`src/hw/rtl/event_queue_dispatcher_macros.svh`:
```
// Assertion helpers shared by the RTL of the event queue dispatcher.
// Each macro expands to one labeled concurrent assertion on clk_i.
`ifndef EVENT_QUEUE_DISPATCHER_MACROS_SVH
`define EVENT_QUEUE_DISPATCHER_MACROS_SVH

// The property is ignored while rst_ni is low.
`define EQD_ASSERT(lbl, prop, msg) \
  lbl: assert property (@(posedge clk_i) disable iff (!rst_ni) prop) else $error(msg);

// The property must also hold while the block is in reset.
`define EQD_ASSERT_NR(lbl, prop, msg) \
  lbl: assert property (@(posedge clk_i) prop) else $error(msg);

`endif

```
`src/hw/rtl/eqd_pkg.sv`:
```
`timescale 1ns / 1ps
// ----------------------------------------------------------------------------
// eqd_pkg
// Sizes, codes, request structs and helper functions for the event queue
// dispatcher.
// ----------------------------------------------------------------------------
package eqd_pkg;

  localparam int QUEUE_DEPTH  = 64;
  localparam int EVENT_KINDS  = 16;
  localparam int MAX_SUBS     = 8;
  localparam int PAYLOAD_BITS = 16;

  // Fixed field widths of the request and response channels.
  localparam int FUNC_W   = 2;
  localparam int EV_W     = 4;
  localparam int SUB_W    = 8;
  localparam int PL_W     = 16;
  localparam int STATUS_W = 3;

  localparam int QPTR_W = (QUEUE_DEPTH > 1) ? $clog2(QUEUE_DEPTH) : 1;
  localparam int EK_W   = (EVENT_KINDS > 1) ? $clog2(EVENT_KINDS) : 1;
  localparam int CNT_W  = $clog2(MAX_SUBS + 1);
  localparam int TAB_DEPTH = EVENT_KINDS * MAX_SUBS;
  localparam int TAB_W  = (TAB_DEPTH > 1) ? $clog2(TAB_DEPTH) : 1;

  localparam logic [FUNC_W-1:0] FN_REGISTER   = 2'd0;
  localparam logic [FUNC_W-1:0] FN_UNREGISTER = 2'd1;
  localparam logic [FUNC_W-1:0] FN_POST       = 2'd2;
  localparam logic [FUNC_W-1:0] FN_DISPATCH   = 2'd3;

  localparam logic [STATUS_W-1:0] ST_OK       = 3'd0;
  localparam logic [STATUS_W-1:0] ST_QFULL    = 3'd1;
  localparam logic [STATUS_W-1:0] ST_LFULL    = 3'd2;
  localparam logic [STATUS_W-1:0] ST_NOTFOUND = 3'd3;
  localparam logic [STATUS_W-1:0] ST_EMPTY    = 3'd4;
  localparam logic [STATUS_W-1:0] ST_NOSUB    = 3'd5;

  // Control toward the subscriber store.
  typedef struct packed {
    logic             rd_en;
    logic             wr_en;
    logic             cnt_wr_en;
    logic [EK_W-1:0]  ev;
    logic [CNT_W-1:0] rd_idx;
    logic [CNT_W-1:0] wr_idx;
    logic [SUB_W-1:0] wr_data;
    logic [CNT_W-1:0] cnt_val;
  } sub_req_t;

  // Control toward the event ring.
  typedef struct packed {
    logic                    push;
    logic                    pop;
    logic [EV_W-1:0]         ev;
    logic [PAYLOAD_BITS-1:0] pl;
  } ring_req_t;

  function automatic logic [QPTR_W-1:0] qptr_next(input logic [QPTR_W-1:0] p);
    logic [QPTR_W-1:0] r;
    r = (p == QPTR_W'(QUEUE_DEPTH - 1)) ? '0 : p + 1'b1;
    return r;
  endfunction

  function automatic logic ev_in_range(input logic [EV_W-1:0] ev);
    logic r;
    r = (32'(ev) < 32'(EVENT_KINDS));
    return r;
  endfunction

  function automatic logic [TAB_W-1:0] tab_addr(input logic [EK_W-1:0] ek,
                                                input logic [CNT_W-1:0] idx);
    logic [TAB_W-1:0] r;
    r = TAB_W'(TAB_W'(ek) * TAB_W'(MAX_SUBS)) + TAB_W'(idx);
    return r;
  endfunction

endpackage

```
`src/hw/rtl/eqd_req_if.sv`:
```
`timescale 1ns / 1ps
// ----------------------------------------------------------------------------
// eqd_req_if
// Request channel: operation code, event, subscriber and payload.
// ----------------------------------------------------------------------------
interface eqd_req_if;
  logic                           valid;
  logic                           ready;
  logic [eqd_pkg::FUNC_W-1:0]     func;
  logic [eqd_pkg::EV_W-1:0]       event_num;
  logic [eqd_pkg::SUB_W-1:0]      subscriber;
  logic [eqd_pkg::PL_W-1:0]       payload;

  modport source (output valid, func, event_num, subscriber, payload, input ready);
  modport sink   (input valid, func, event_num, subscriber, payload, output ready);
endinterface

```
`src/hw/rtl/eqd_rsp_if.sv`:
```
`timescale 1ns / 1ps
// ----------------------------------------------------------------------------
// eqd_rsp_if
// Response channel: status, notified subscriber, fired event and last flag.
// ----------------------------------------------------------------------------
interface eqd_rsp_if;
  logic                           valid;
  logic                           ready;
  logic [eqd_pkg::STATUS_W-1:0]   status;
  logic [eqd_pkg::SUB_W-1:0]      target;
  logic [eqd_pkg::EV_W-1:0]       fired_event;
  logic [eqd_pkg::PL_W-1:0]       fired_payload;
  logic                           last;

  modport source (output valid, status, target, fired_event, fired_payload, last,
                  input ready);
  modport sink   (input valid, status, target, fired_event, fired_payload, last,
                  output ready);
endinterface

```
`src/hw/rtl/eqd_ring.sv`:
```
`timescale 1ns / 1ps
// ----------------------------------------------------------------------------
// eqd_ring
// Ring queue of posted events with one slot kept free, and a registered read
// of the slot that a pop moves onto.
// ----------------------------------------------------------------------------
module eqd_ring (
  input  logic                              clk_i,
  input  logic                              rst_ni,
  input  eqd_pkg::ring_req_t                req_i,
  output logic                              full_o,
  output logic                              empty_o,
  output logic [eqd_pkg::EV_W-1:0]          rd_ev_o,
  output logic [eqd_pkg::PAYLOAD_BITS-1:0]  rd_pl_o
);

  logic [eqd_pkg::EV_W-1:0]         ev_mem [eqd_pkg::QUEUE_DEPTH];
  logic [eqd_pkg::PAYLOAD_BITS-1:0] pl_mem [eqd_pkg::QUEUE_DEPTH];

  logic [eqd_pkg::QPTR_W-1:0] rp_q, rp_d, wp_q, wp_d;
  logic [eqd_pkg::QPTR_W-1:0] rp_nx, wp_nx;
  logic [eqd_pkg::EV_W-1:0]         rd_ev_q;
  logic [eqd_pkg::PAYLOAD_BITS-1:0] rd_pl_q;

  assign rp_nx   = eqd_pkg::qptr_next(rp_q);
  assign wp_nx   = eqd_pkg::qptr_next(wp_q);
  assign full_o  = (wp_nx == rp_q);
  assign empty_o = (rp_q == wp_q);
  assign rd_ev_o = rd_ev_q;
  assign rd_pl_o = rd_pl_q;

  always_comb begin
    rp_d = rp_q;
    wp_d = wp_q;
    if (req_i.push) begin
      wp_d = wp_nx;
    end
    if (req_i.pop) begin
      rp_d = rp_nx;
    end
  end

  always_ff @(posedge clk_i or negedge rst_ni) begin
    if (!rst_ni) begin
      rp_q <= '0;
      wp_q <= '0;
    end else begin
      rp_q <= rp_d;
      wp_q <= wp_d;
    end
  end

  // The new write pointer names the slot that receives the event.
  always_ff @(posedge clk_i) begin
    if (req_i.push) begin
      ev_mem[wp_nx] <= req_i.ev;
      pl_mem[wp_nx] <= req_i.pl;
    end
  end

  always_ff @(posedge clk_i) begin
    if (req_i.pop) begin
      rd_ev_q <= ev_mem[rp_nx];
      rd_pl_q <= pl_mem[rp_nx];
    end
  end

endmodule

```
`src/hw/rtl/eqd_sub_store.sv`:
```
`timescale 1ns / 1ps
// ----------------------------------------------------------------------------
// eqd_sub_store
// Subscriber lists: a table memory with one write and one registered read
// port, and a per-event list length held in flops.
// ----------------------------------------------------------------------------
module eqd_sub_store (
  input  logic                          clk_i,
  input  logic                          rst_ni,
  input  eqd_pkg::sub_req_t             req_i,
  output logic [eqd_pkg::SUB_W-1:0]     rd_data_o,
  output logic [eqd_pkg::CNT_W-1:0]     cnt_o
);

  logic [eqd_pkg::SUB_W-1:0] tab_mem [eqd_pkg::TAB_DEPTH];
  logic [eqd_pkg::SUB_W-1:0] rd_data_q;
  logic [eqd_pkg::CNT_W-1:0] cnt_q [eqd_pkg::EVENT_KINDS];

  assign rd_data_o = rd_data_q;
  assign cnt_o     = cnt_q[req_i.ev];

  always_ff @(posedge clk_i) begin
    if (req_i.wr_en) begin
      tab_mem[eqd_pkg::tab_addr(req_i.ev, req_i.wr_idx)] <= req_i.wr_data;
    end
  end

  always_ff @(posedge clk_i) begin
    if (req_i.rd_en) begin
      rd_data_q <= tab_mem[eqd_pkg::tab_addr(req_i.ev, req_i.rd_idx)];
    end
  end

  always_ff @(posedge clk_i or negedge rst_ni) begin
    if (!rst_ni) begin
      for (int k = 0; k < eqd_pkg::EVENT_KINDS; k++) begin
        cnt_q[k] <= '0;
      end
    end else if (req_i.cnt_wr_en) begin
      cnt_q[req_i.ev] <= req_i.cnt_val;
    end
  end

endmodule

```
`src/hw/rtl/event_queue_dispatcher.sv`:
```
`timescale 1ns / 1ps
`include "event_queue_dispatcher_macros.svh"
// ----------------------------------------------------------------------------
// event_queue_dispatcher
// Publish-subscribe engine: per-event subscriber lists, a ring of posted
// events, and a sequencer that walks one list entry at a time.
//
//   Channel  Dir  Carries
//   req_i    in   func, event_num, subscriber, payload
//   rsp_o    out  status, target, fired_event, fired_payload, last
//
// Register and post pass S_EXEC and S_RESP. Unregister passes S_EXEC, then
// S_U_RD/S_U_CMP per entry searched, S_S_RD/S_S_WR per entry shifted, S_RESP.
// Dispatch: S_EXEC, S_D_LD, S_D_RD/S_D_OUT per subscriber; S_RESP if there is none.
// Reset clears the list lengths and ring pointers; no clearing pass is needed.
// A stalled response holds the sequencer; no new request is taken until the
// final response of the current one is in the output register.
// ----------------------------------------------------------------------------
module event_queue_dispatcher (
  input  logic      clk_i,
  input  logic      rst_ni,
  eqd_req_if.sink   req_i,
  eqd_rsp_if.source rsp_o
);

  localparam logic [3:0] S_IDLE  = 4'd0;
  localparam logic [3:0] S_EXEC  = 4'd1;
  localparam logic [3:0] S_U_RD  = 4'd2;
  localparam logic [3:0] S_U_CMP = 4'd3;
  localparam logic [3:0] S_S_RD  = 4'd4;
  localparam logic [3:0] S_S_WR  = 4'd5;
  localparam logic [3:0] S_D_LD  = 4'd6;
  localparam logic [3:0] S_D_RD  = 4'd7;
  localparam logic [3:0] S_D_OUT = 4'd8;
  localparam logic [3:0] S_RESP  = 4'd9;

  logic [3:0] state_q, state_d;

  logic [eqd_pkg::FUNC_W-1:0]       func_q, func_d;
  logic [eqd_pkg::EV_W-1:0]         ev_q, ev_d;
  logic [eqd_pkg::SUB_W-1:0]        sub_q, sub_d;
  logic [eqd_pkg::PAYLOAD_BITS-1:0] pl_q, pl_d;
  logic [eqd_pkg::CNT_W-1:0]        idx_q, idx_d;
  logic [eqd_pkg::CNT_W-1:0]        n_q, n_d;
  logic [eqd_pkg::STATUS_W-1:0]     status_q, status_d;
  logic                             show_q, show_d;
  logic [eqd_pkg::EV_W-1:0]         fev_q, fev_d;
  logic [eqd_pkg::PAYLOAD_BITS-1:0] fpl_q, fpl_d;

  logic                             rsp_valid_q, rsp_valid_d;
  logic [eqd_pkg::STATUS_W-1:0]     rsp_status_q;
  logic [eqd_pkg::SUB_W-1:0]        rsp_target_q;
  logic [eqd_pkg::EV_W-1:0]         rsp_event_q;
  logic [eqd_pkg::PL_W-1:0]         rsp_payload_q;
  logic                             rsp_last_q;

  logic                             emit, can_emit;
  logic [eqd_pkg::STATUS_W-1:0]     e_status;
  logic [eqd_pkg::SUB_W-1:0]        e_target;
  logic [eqd_pkg::EV_W-1:0]         e_ev;
  logic [eqd_pkg::PL_W-1:0]         e_pl;
  logic                             e_last;

  eqd_pkg::sub_req_t                sreq;
  eqd_pkg::ring_req_t               rreq;
  logic [eqd_pkg::SUB_W-1:0]        tab_rd;
  logic [eqd_pkg::CNT_W-1:0]        cnt;
  logic                             ring_full, ring_empty;
  logic [eqd_pkg::EV_W-1:0]         ring_ev;
  logic [eqd_pkg::PAYLOAD_BITS-1:0] ring_pl;

  logic                             req_fire;
  logic                             rsp_nosub;

  eqd_ring u_ring (
    .clk_i   (clk_i),
    .rst_ni  (rst_ni),
    .req_i   (rreq),
    .full_o  (ring_full),
    .empty_o (ring_empty),
    .rd_ev_o (ring_ev),
    .rd_pl_o (ring_pl)
  );

  eqd_sub_store u_sub_store (
    .clk_i     (clk_i),
    .rst_ni    (rst_ni),
    .req_i     (sreq),
    .rd_data_o (tab_rd),
    .cnt_o     (cnt)
  );

  assign req_i.ready         = (state_q == S_IDLE);
  assign can_emit            = !rsp_valid_q || rsp_o.ready;
  assign rsp_o.valid         = rsp_valid_q;
  assign rsp_o.status        = rsp_status_q;
  assign rsp_o.target        = rsp_target_q;
  assign rsp_o.fired_event   = rsp_event_q;
  assign rsp_o.fired_payload = rsp_payload_q;
  assign rsp_o.last          = rsp_last_q;

  assign req_fire  = req_i.valid && req_i.ready;
  assign rsp_nosub = rsp_o.valid && (rsp_o.status == eqd_pkg::ST_NOSUB);

  always_comb begin
    state_d  = state_q;
    func_d   = func_q;
    ev_d     = ev_q;
    sub_d    = sub_q;
    pl_d     = pl_q;
    idx_d    = idx_q;
    n_d      = n_q;
    status_d = status_q;
    show_d   = show_q;
    fev_d    = fev_q;
    fpl_d    = fpl_q;

    emit     = 1'b0;
    e_status = eqd_pkg::ST_OK;
    e_target = '0;
    e_ev     = '0;
    e_pl     = '0;
    e_last   = 1'b1;

    sreq         = '0;
    sreq.rd_idx  = idx_q;
    sreq.wr_idx  = idx_q;
    sreq.wr_data = sub_q;
    // The list length and table are addressed by the popped event while
    // dispatching and by the request's event otherwise.
    if (state_q == S_D_LD) begin
      sreq.ev = eqd_pkg::EK_W'(ring_ev);
    end else if (state_q == S_D_RD || state_q == S_D_OUT) begin
      sreq.ev = eqd_pkg::EK_W'(fev_q);
    end else begin
      sreq.ev = eqd_pkg::EK_W'(ev_q);
    end

    rreq    = '0;
    rreq.ev = ev_q;
    rreq.pl = pl_q;

    unique case (state_q)
      S_IDLE: begin
        if (req_i.valid) begin
          func_d  = req_i.func;
          ev_d    = req_i.event_num;
          sub_d   = req_i.subscriber;
          pl_d    = eqd_pkg::PAYLOAD_BITS'(req_i.payload);
          state_d = S_EXEC;
        end
      end
      S_EXEC: begin
        show_d  = 1'b0;
        state_d = S_RESP;
        unique case (func_q)
          eqd_pkg::FN_REGISTER: begin
            if (!eqd_pkg::ev_in_range(ev_q) ||
                cnt >= eqd_pkg::CNT_W'(eqd_pkg::MAX_SUBS)) begin
              status_d = eqd_pkg::ST_LFULL;
            end else begin
              sreq.wr_en     = 1'b1;
              sreq.wr_idx    = cnt;
              sreq.cnt_wr_en = 1'b1;
              sreq.cnt_val   = cnt + 1'b1;
              status_d       = eqd_pkg::ST_OK;
            end
          end
          eqd_pkg::FN_UNREGISTER: begin
            if (!eqd_pkg::ev_in_range(ev_q)) begin
              status_d = eqd_pkg::ST_NOTFOUND;
            end else begin
              n_d     = cnt;
              idx_d   = '0;
              state_d = S_U_RD;
            end
          end
          eqd_pkg::FN_POST: begin
            if (ring_full) begin
              status_d = eqd_pkg::ST_QFULL;
            end else begin
              rreq.push = 1'b1;
              status_d  = eqd_pkg::ST_OK;
            end
          end
          eqd_pkg::FN_DISPATCH: begin
            if (ring_empty) begin
              status_d = eqd_pkg::ST_EMPTY;
            end else begin
              rreq.pop = 1'b1;
              state_d  = S_D_LD;
            end
          end
          default: begin
            status_d = eqd_pkg::ST_OK;
          end
        endcase
      end
      S_U_RD: begin
        if (idx_q >= n_q) begin
          status_d = eqd_pkg::ST_NOTFOUND;
          state_d  = S_RESP;
        end else begin
          sreq.rd_en = 1'b1;
          state_d    = S_U_CMP;
        end
      end
      S_U_CMP: begin
        if (tab_rd == sub_q) begin
          state_d = S_S_RD;
        end else begin
          idx_d   = idx_q + 1'b1;
          state_d = S_U_RD;
        end
      end
      S_S_RD: begin
        // Close the gap left by the removed entry one slot at a time.
        if (idx_q + 1'b1 < n_q) begin
          sreq.rd_en  = 1'b1;
          sreq.rd_idx = idx_q + 1'b1;
          state_d     = S_S_WR;
        end else begin
          sreq.cnt_wr_en = 1'b1;
          sreq.cnt_val   = n_q - 1'b1;
          status_d       = eqd_pkg::ST_OK;
          state_d        = S_RESP;
        end
      end
      S_S_WR: begin
        sreq.wr_en   = 1'b1;
        sreq.wr_data = tab_rd;
        idx_d        = idx_q + 1'b1;
        state_d      = S_S_RD;
      end
      S_D_LD: begin
        fev_d = ring_ev;
        fpl_d = ring_pl;
        idx_d = '0;
        if (!eqd_pkg::ev_in_range(ring_ev) || cnt == '0) begin
          show_d   = 1'b1;
          status_d = eqd_pkg::ST_NOSUB;
          state_d  = S_RESP;
        end else begin
          n_d     = cnt;
          state_d = S_D_RD;
        end
      end
      S_D_RD: begin
        sreq.rd_en = 1'b1;
        state_d    = S_D_OUT;
      end
      S_D_OUT: begin
        if (can_emit) begin
          emit     = 1'b1;
          e_status = eqd_pkg::ST_OK;
          e_target = tab_rd;
          e_ev     = fev_q;
          e_pl     = eqd_pkg::PL_W'(fpl_q);
          e_last   = (idx_q + 1'b1 == n_q);
          idx_d    = idx_q + 1'b1;
          state_d  = e_last ? S_IDLE : S_D_RD;
        end
      end
      S_RESP: begin
        if (can_emit) begin
          emit     = 1'b1;
          e_status = status_q;
          e_ev     = show_q ? fev_q : '0;
          e_pl     = show_q ? eqd_pkg::PL_W'(fpl_q) : '0;
          state_d  = S_IDLE;
        end
      end
      default: begin
        state_d = S_IDLE;
      end
    endcase

    rsp_valid_d = emit || (rsp_valid_q && !rsp_o.ready);
  end

  always_ff @(posedge clk_i or negedge rst_ni) begin
    if (!rst_ni) begin
      state_q     <= S_IDLE;
      rsp_valid_q <= 1'b0;
      idx_q       <= '0;
      n_q         <= '0;
      show_q      <= 1'b0;
    end else begin
      state_q     <= state_d;
      rsp_valid_q <= rsp_valid_d;
      idx_q       <= idx_d;
      n_q         <= n_d;
      show_q      <= show_d;
    end
  end

  always_ff @(posedge clk_i) begin
    func_q   <= func_d;
    ev_q     <= ev_d;
    sub_q    <= sub_d;
    pl_q     <= pl_d;
    status_q <= status_d;
    fev_q    <= fev_d;
    fpl_q    <= fpl_d;
    if (emit) begin
      rsp_status_q  <= e_status;
      rsp_target_q  <= e_target;
      rsp_event_q   <= e_ev;
      rsp_payload_q <= e_pl;
      rsp_last_q    <= e_last;
    end
  end

  `EQD_ASSERT(a_busy_after_request, req_fire |=> !req_i.ready, "ready high after a request")
  `EQD_ASSERT(a_walk_in_list, (state_q == S_D_OUT) |-> (idx_q < n_q), "walk past list end")
  `EQD_ASSERT(a_nosub_single, rsp_nosub |-> (rsp_o.last && rsp_o.target == '0), "bad no-sub reply")
  `EQD_ASSERT_NR(a_fanout_busy, rsp_o.valid && !rsp_o.last |-> !req_i.ready, "taken in fan-out")

endmodule

```
`src/flat_wrapper.sv`:
```
// flat-port wrapper written by rule: the top's interface ports become plain ports
module event_queue_dispatcher_flat 
  (clk_i, rst_ni, req_i_valid, req_i_func, req_i_event_num, req_i_subscriber, req_i_payload, req_i_ready, rsp_o_valid, rsp_o_status, rsp_o_target, rsp_o_fired_event, rsp_o_fired_payload, rsp_o_last, rsp_o_ready);
  eqd_req_if req_i_i ();
  eqd_rsp_if rsp_o_i ();
  input  logic clk_i;
  input  logic rst_ni;
  input wire logic [$bits(req_i_i.valid)-1:0] req_i_valid;
  input wire logic [$bits(req_i_i.func)-1:0] req_i_func;
  input wire logic [$bits(req_i_i.event_num)-1:0] req_i_event_num;
  input wire logic [$bits(req_i_i.subscriber)-1:0] req_i_subscriber;
  input wire logic [$bits(req_i_i.payload)-1:0] req_i_payload;
  output wire logic [$bits(req_i_i.ready)-1:0] req_i_ready;
  output wire logic [$bits(rsp_o_i.valid)-1:0] rsp_o_valid;
  output wire logic [$bits(rsp_o_i.status)-1:0] rsp_o_status;
  output wire logic [$bits(rsp_o_i.target)-1:0] rsp_o_target;
  output wire logic [$bits(rsp_o_i.fired_event)-1:0] rsp_o_fired_event;
  output wire logic [$bits(rsp_o_i.fired_payload)-1:0] rsp_o_fired_payload;
  output wire logic [$bits(rsp_o_i.last)-1:0] rsp_o_last;
  input wire logic [$bits(rsp_o_i.ready)-1:0] rsp_o_ready;
  assign req_i_i.valid = req_i_valid;
  assign req_i_i.func = req_i_func;
  assign req_i_i.event_num = req_i_event_num;
  assign req_i_i.subscriber = req_i_subscriber;
  assign req_i_i.payload = req_i_payload;
  assign req_i_ready = req_i_i.ready;
  assign rsp_o_valid = rsp_o_i.valid;
  assign rsp_o_status = rsp_o_i.status;
  assign rsp_o_target = rsp_o_i.target;
  assign rsp_o_fired_event = rsp_o_i.fired_event;
  assign rsp_o_fired_payload = rsp_o_i.fired_payload;
  assign rsp_o_last = rsp_o_i.last;
  assign rsp_o_i.ready = rsp_o_ready;
  event_queue_dispatcher u_core (.clk_i(clk_i), .rst_ni(rst_ni), .req_i(req_i_i), .rsp_o(rsp_o_i));
endmodule
```
`config.mk`:
```
export PLATFORM = sky130hd
export DESIGN_NAME = event_queue_dispatcher_flat
export DESIGN_NICKNAME = d
export VERILOG_FILES = /design/src/hw/rtl/eqd_pkg.sv /design/src/hw/rtl/eqd_req_if.sv /design/src/hw/rtl/eqd_rsp_if.sv /design/src/hw/rtl/eqd_ring.sv /design/src/hw/rtl/eqd_sub_store.sv /design/src/hw/rtl/event_queue_dispatcher.sv /design/src/flat_wrapper.sv
export VERILOG_INCLUDE_DIRS = /design/src /design/src/hw/rtl
export SDC_FILE = /design/constraint.sdc
export NUM_CORES = 2
export LEC_CHECK = 0
export BUFFER_PORTS_ARGS = -buffer_cell sky130_fd_sc_hd__buf_2
export CAP_MARGIN = 15
export CORE_MARGIN = 1.5
export CORE_UTILIZATION = 60
export CTS_BUF_LIST = sky130_fd_sc_hd__clkbuf_4 sky130_fd_sc_hd__clkbuf_8
export DETAILED_ROUTE_END_ITERATION = 7
export MAX_ROUTING_LAYER = met4
export PLACE_DENSITY_LB_ADDON = 0.2
export SYNTH_ARGS = -nofsm -noshare
export SYNTH_HDL_FRONTEND = slang
export SYNTH_SLANG_ARGS = --single-unit
```
`constraint.sdc`:
```
create_clock -name clk_i -period 7.45 [get_ports clk_i]
set_clock_uncertainty 0.2 [all_clocks]
set_input_delay 1.8625 -clock clk_i [delete_from_list [all_inputs] [get_ports clk_i]]
set_output_delay 1.8625 -clock clk_i [all_outputs]
set_load 0.03 [all_outputs]
```
* Word-level counts from Yosys, hierarchy flattened
Memory sizes are Yosys's and may differ from the RTL's. A register that Yosys moved wholly into a read port is not among the register bits.
Index checks and enable logic that the tools add are counted.
** Storage, ports and cells
- Word-level logic and storage cells :: 177
- Bits of input ports :: 34
- Register bits after elaboration :: 175
- Output and inout port bits :: 34
- RAM bits :: 2304
- Memories kept :: 3
** Memories
- u_core.u_ring.pl_mem :: words 64, bits a word 16, read ports 1, clocked after Yosys merged registers in 1, wr ports 1, line eqd_ring.sv:18 : logic [eqd_pkg::PAYLOAD_BITS-1:0] pl_mem [eqd_pkg::QUEUE_DEPTH];
- u_core.u_sub_store.tab_mem :: words 128, bits a word 8, read ports 1, clocked after Yosys merged registers in 1, wr ports 1, line eqd_sub_store.sv:15 : logic [eqd_pkg::SUB_W-1:0] tab_mem [eqd_pkg::TAB_DEPTH];
- u_core.u_ring.ev_mem :: words 64, bits a word 4, read ports 1, clocked after Yosys merged registers in 1, wr ports 1, line eqd_ring.sv:17 : logic [eqd_pkg::EV_W-1:0] ev_mem [eqd_pkg::QUEUE_DEPTH];
** Cells by class
- Equality and inequality tests :: 29
- Bitwise gates (word level) :: 1
- $add $sub $neg :: 7
- Magnitude comparators :: 5
- Muxes and demuxes :: 75
- Reductions and logical operators :: 22
** Operator list (number)
- $mux 4 :: 28
- $bwmux 64 :: 1
- $mux 16 :: 3
- $pmux 4 s10 :: 1
- $pmux 16 s2 :: 1
- $pmux 4 s2 :: 4
- $pmux 4 s5 :: 1
- $mux 3 :: 6
- $bmux 4 s4 :: 1
- $demux 4 s4 :: 1
- $eq 4x3->1 const B :: 4
- $mux 1 :: 15
- $add 7x4->7 :: 2
- $add 6x1->6 const B :: 2
- $eq 6x6->1 :: 2
- $eq 6x6->1 const B :: 2
- $mux 6 :: 2
- $ne 2x2->1 const B :: 6
- $pmux 3 s4 :: 1
- $pmux 3 s3 :: 1
- $add 4x1->4 const B :: 2
- $eq 4x2->1 const B :: 2
- $eq 4x4->1 const B :: 2
- $eq 8x8->1 :: 1
- other kinds (31) :: 48

* Logic depth before layout (Yosys ltp)
- Word-level depth :: 14
- Depth in mapped cells :: 21
- Gate-level depth less buffers :: 17

* By module
A second synthesis with hierarchy kept.
** Second synthesis, totals
- Cells, all modules :: 5522
- Area total of the unflattened synthesis :: 98540.8 µm²
** By module, submodules not included
- eqd_ring :: instances 1, sequential area each 39337.7 µm², cells an instance 3307, area each 51116.5 µm²
- eqd_sub_store :: instances 1, sequential area each 32591.3 µm², cells an instance 1876, area each 42921.2 µm²
- event_queue_dispatcher :: instances 1, sequential area each 2902.8 µm², cells an instance 339, area each 4503.1 µm²

* Least setup slack after synthesis
No wires, ideal clock.
- Path type :: reg-to-reg
- Start point :: register u_core.ev_q[0] (netlist bit)
- End point :: memory u_core.u_sub_store.tab_mem[89][0] (netlist bit), enable pin
- Data required time :: 6867 ps
- Stages on the path, launching flop included :: 20
- Arrival :: 5038 ps
- Setup slack :: 1829 ps
- Period minus slack after synthesis :: 5621 ps
- Cells stage by stage :: edfxtp_1 inv_1 o211ai_1 a32oi_4 inv_2 buf_2 nand2_1 a221o_1 and4_1 buf_4 nand2_2 and2_1 ha_1 o31ai_1 a211o_1 a21oi_1 and3b_1 o21ai_0 nand4_1 nor3_1
** Between the ends
- Word-level cells in the longest chain between the ends :: 12
** Ends and longest elaborated chain
- start, declared :: line event_queue_dispatcher.sv:40 : logic [eqd_pkg::EV_W-1:0] ev_q, ev_d;
- start signal, assigned :: line event_queue_dispatcher.sv:299 : ev_q <= ev_d;
- $mux 4 * :: line event_queue_dispatcher.sv:133 : end else if (state_q == S_D_RD || state_q == S_D_OUT) begin
- $mux 4 * :: line event_queue_dispatcher.sv:131 : if (state_q == S_D_LD) begin
- parallel branches: the longest is 10 deep, another holds $add 7x4->7
- end, declared :: line eqd_sub_store.sv:15
Every way passes the cells marked *. The select of a mux whose other input is x is not followed.

* Worst setup path after layout
- Start point :: register u_core.state_q[1]
- End point :: memory u_core.u_sub_store.tab_mem[91][2] (netlist bit), enable pin
** Between the ends
- Word-level cells in the longest chain between the ends :: 14
** Ends and longest elaborated chain
- start, declared :: line event_queue_dispatcher.sv:37 : logic [3:0] state_q, state_d;
- start signal, assigned :: line event_queue_dispatcher.sv:289 : state_q <= state_d;
- parallel branches: the longest is 14 deep, another holds $ge 4x4->1
Parallel ways; which one is timed is not known. The select of a mux whose other input is x is not followed.

==> flow_summary.json <==
{
  "first_pass_iters": 7,
  "layout_setup_ws_ps": 284,
  "synthArstFlopShare_pct": 3.59,
  "ys_ff_latch": 2507,
  "synth_area_um2": 99400,
  "grt_start_max_net_pins": 129,
  "fp.dieH_um": 410,
  "startpoint_type": "flip-flop",
  "slew_headroom_pct": 21.2,
  "path_class": "reg2reg",
  "slew_viol_final": 0,
  "dieArea_um2": 168000,
  "fillCellCount": 10476,
  "initial_utilization_pct": 60.3,
  "vias": 52849,
  "clk_latency_ps": 1070,
  "worst_pin_slew_ps": 1180,
  "post-route-period-util_pct": 96.2,
  "overflow": 0,
  "yosys.area_share.xor_xnor_pct": 0.353,
  "crit_fanout": 16,
  "cts_buffers": 392,
  "antenna_found_initial": 8,
  "die_x_um": 410,
  "hold_buffers": 0,
  "drv_cap": 0,
  "synth_edf_count": 2417,
  "clk_path_buf_depth": 4,
  "syn-num-nets": 5104,
  "cpMostUsedCell": "a211o_1",
  "grtUsageTotal_pct": 30.2,
  "status": "completed",
  "crit_chain": "or3b_1 > a32oi_1 > and3_1 > nand3_1 > a211o_1 > and4_1 > nand2_2 > and2_1 > ha_1 > o31ai_1 > a211o_1 > a21oi_1 > and3b_1 > o21ai_0 > nand4_1 > nor3_1",
  "setup_viol": 0,
  "yosysWarnings": 0,
  "synth_ff_type": "edfxtp_1",
  "nNetsFinal": 5505,
  "wl_mm": 244,
  "regArea_um2": 74800,
  "core.rowCount": 149,
  "period_needed_ps": 7170,
  "pin_count": 68,
  "hold_viol_final": 0,
  "hold_class": "reg2reg",
  "wl_per_cell_um": 30.8,
  "grt_pass1_wl_mm": 355,
  "leakage_nw": 35.3,
  "grt_pass1_vias": 52426,
  "yosysUniqueCellTypes": 90,
  "synth-adder-area-share_pct": 0.227,
  "arrival_ps": 7610,
  "dpl_worst_slack_ps": 531,
  "muxShareOfSynthArea_pct": 13.9,
  "critPathMaxStageDelay_ps": 940,
  "place_inst": 7210,
  "ys_seq_area_share_pct": 75.3,
  "worst_ep_required_time_ps": 7900,
  "cts.repair.resized": 0,
  "core_area_um2": 165000,
  "fin_cells": 7927,
  "cp-end-kind": "flip-flop",
  "vias_per_cell": 6.67,
  "route.detailed.drc": 0,
  "drtIter0Drc": 6532,
  "drive_gt1_share_pct": 29.2,
  "yosys.area_share.simple_pct": 4.30,
  "max_freq_mhz": 140,
  "vdd_drop_max_mv": 0.371,
  "syn2layout_area_growth_pct": 11.9,
  "cp.buffers_inverters": 0,
  "ant_nets": 0,
  "cts-root-buf": "clkbuf_8",
  "path_delay_family": "simple AND/OR/NAND/NOR gates",
  "synth_cells": 5052,
  "crit_slowest_cell": "nor3_1",
  "cts_setup_buffers": 0,
  "rsz0062_at_grt": "yes",
  "cts.htree.levels": 5,
  "cts_tree": "built",
  "avgSynthCellArea_um2": 19.7,
  "fin_tns_setup_ps": 0,
  "hpwl_mm": 143,
  "clk_pin_slew_ps": 60,
  "multiInputGateArea_um2": 23600,
  "powerDensity_nw_per_um2": 347,
  "synth_top_family_by_area": "multiplexers",
  "numClockSinks": 2507,
  "gp_congestion": 0.929,
  "synth_compound_area_share_pct": 4.36,
  "portBuffers": 67
}
==> cell usage after synthesis (all sizes together), types with 9 or more instances <==
cell type | number | area share (%)
a2111oi | 11 | 0.097
a211oi | 56 | 0.42
a21oi | 78 | 0.40
a221o | 9 | 0.091
a221oi | 67 | 0.59
a22oi | 73 | 0.55
a311oi | 9 | 0.079
a31oi | 45 | 0.28
a32oi | 19 | 0.19
a41oi | 13 | 0.13
and2 | 44 | 0.28
and3 | 50 | 0.32
buf | 124 | 0.68
clkbuf | 195 | 0.74
dfrtp | 90 | 2.3
edfxtp | 2417 | 73
ha | 18 | 0.23
inv | 42 | 0.16
mux2 | 68 | 0.77
mux2i | 40 | 0.40
mux4 | 561 | 13
nand2 | 182 | 0.69
nand3 | 123 | 0.62
nand4 | 39 | 0.25
nor2 | 160 | 0.61
nor2b | 14 | 0.088
nor3 | 170 | 0.88
nor4 | 22 | 0.14
o2111ai | 21 | 0.19
o211ai | 9 | 0.068
o21ai | 97 | 0.50
o21ba | 14 | 0.14
o22ai | 14 | 0.088
o31ai | 15 | 0.11
xnor2 | 29 | 0.26
xor2 | 11 | 0.097
==> where the power goes <==
part           internal, mW  switching (mW)
logic                  4.05            6.64
registers              16.5           0.276
clock network          5.91            5.14
==> final cells by class <==
class | instances | area share (%)
antenna | 8 | 0.0180
inverter | 45 | 0.152
clock buffer | 531 | 5.93
sequential | 2507 | 67.3
multi-input combinational | 2181 | 21.2
clock inverter | 140 | 0.696
tap | 2189 | 2.46
timing repair buffer | 326 | 2.25
==> cells by family after synthesis <==
group | Yosys count
and+or+nand+nor | 854
adders and majority gates | 18
xor gates and xnor gates | 40
buffers and inverters | 364
muxes | 669
DFF | 2507
AOI/OAI and AO/OA | 600
==> layer usage <==
metal / routed length, um / global-route usage [%] / part of all wire, % / vias to the layer above
met5: 0 / - / 0 / -
met2: 119000 / 46.1 / 49 / 2788
li1: - / - / - / 21929
met3: 21400 / 5.46 / 8.7 / 482
met1: 95300 / 41.4 / 39 / 27650
met4: 8890 / 11.0 / 3.6 / 0
==> flip-flops by register name, indices dropped and copies added (netlist names), 2 cells and up <==
register,flops
u_core.u_ring.pl_mem,1024
u_core.u_sub_store.tab_mem,1024
u_core.u_ring.ev_mem,256
u_core.u_sub_store.cnt_q,64
u_core.fpl_q,16
u_core.pl_q,16
u_core.rsp_o.fired_payload,16
u_core.u_ring.rd_pl_o,16
u_core.rsp_o.target,8
u_core.sub_q,8
u_core.u_sub_store.rd_data_o,8
u_core.u_ring.rp_q,6
u_core.u_ring.wp_q,6
u_core.ev_q,4
u_core.fev_q,4
u_core.idx_q,4
u_core.n_q,4
u_core.rsp_o.fired_event,4
u_core.state_q,4
u_core.u_ring.rd_ev_o,4
u_core.rsp_o.status,3
u_core.status_q,3
u_core.func_q,2
==> path summary, 6_finish.rpt <==
kind / to / start / cells past startpoint / slack [ps]
max reg2reg: u_core.u_sub_store.tab_mem[91][2] / u_core.state_q[1] / 16 / 280
min in group asynchronous: u_core.u_ring.wp_q[1] / rst_ni / 1 / 640
min: u_core.fpl_q[5] / u_core.u_ring.rd_pl_o[5] / 0 / 180
max: u_core.u_sub_store.tab_mem[91][2] / u_core.state_q[1] / 16 / 280
max in group asynchronous: u_core.u_sub_store.cnt_q[17] / rst_ni / 2 / 5250
min reg2reg: u_core.fpl_q[5] / u_core.u_ring.rd_pl_o[5] / 0 / 180
==> per-stage QoR <==
stage / instance area [um2] / hold WS (ps) / utilization (%) / power [mW]
floorplan: 99400 / 200 / - / 23.8
global placement: 103000 / 203 / 62.8 / 27.6
detailed placement: 103000 / 207 / 62.8 / 27.7
CTS: 111000 / 198 / 67.3 / 38.6
global route: 111000 / 194 / 67.5 / 39.8
finish: 111000 / 178 / 67.5 / 38.5
==> worst reg2reg max path, cell delays in order, from the launching register on <==
cell	delay [ps]
dfrtp_1	530
or3b_1	580
a32oi_1	390
and3_1	600
nand3_1	360
a211o_1	330
and4_1	270
nand2_2	200
and2_1	180
ha_1	150
o31ai_1	140
a211o_1	280
a21oi_1	220
and3b_1	210
o21ai_0	770
nand4_1	410
nor3_1	950
==> placed cells by master, fill, tap and decap left out, drive strengths merged, types with 40 or more instances in the layout <==
master	n
nand3	123
and2	44
mux2i	40
a21oi	78
nor2	160
clkinv	130
a221oi	67
a31oi	45
a22oi	73
and3	50
nand2	182
a211oi	56
buf	306
clkbuf	550
edfxtp	2417
nor3	170
o21ai	97
mux2	68
dfrtp	90
inv	44
mux4	561
Power figures use the tool's default switching activity.
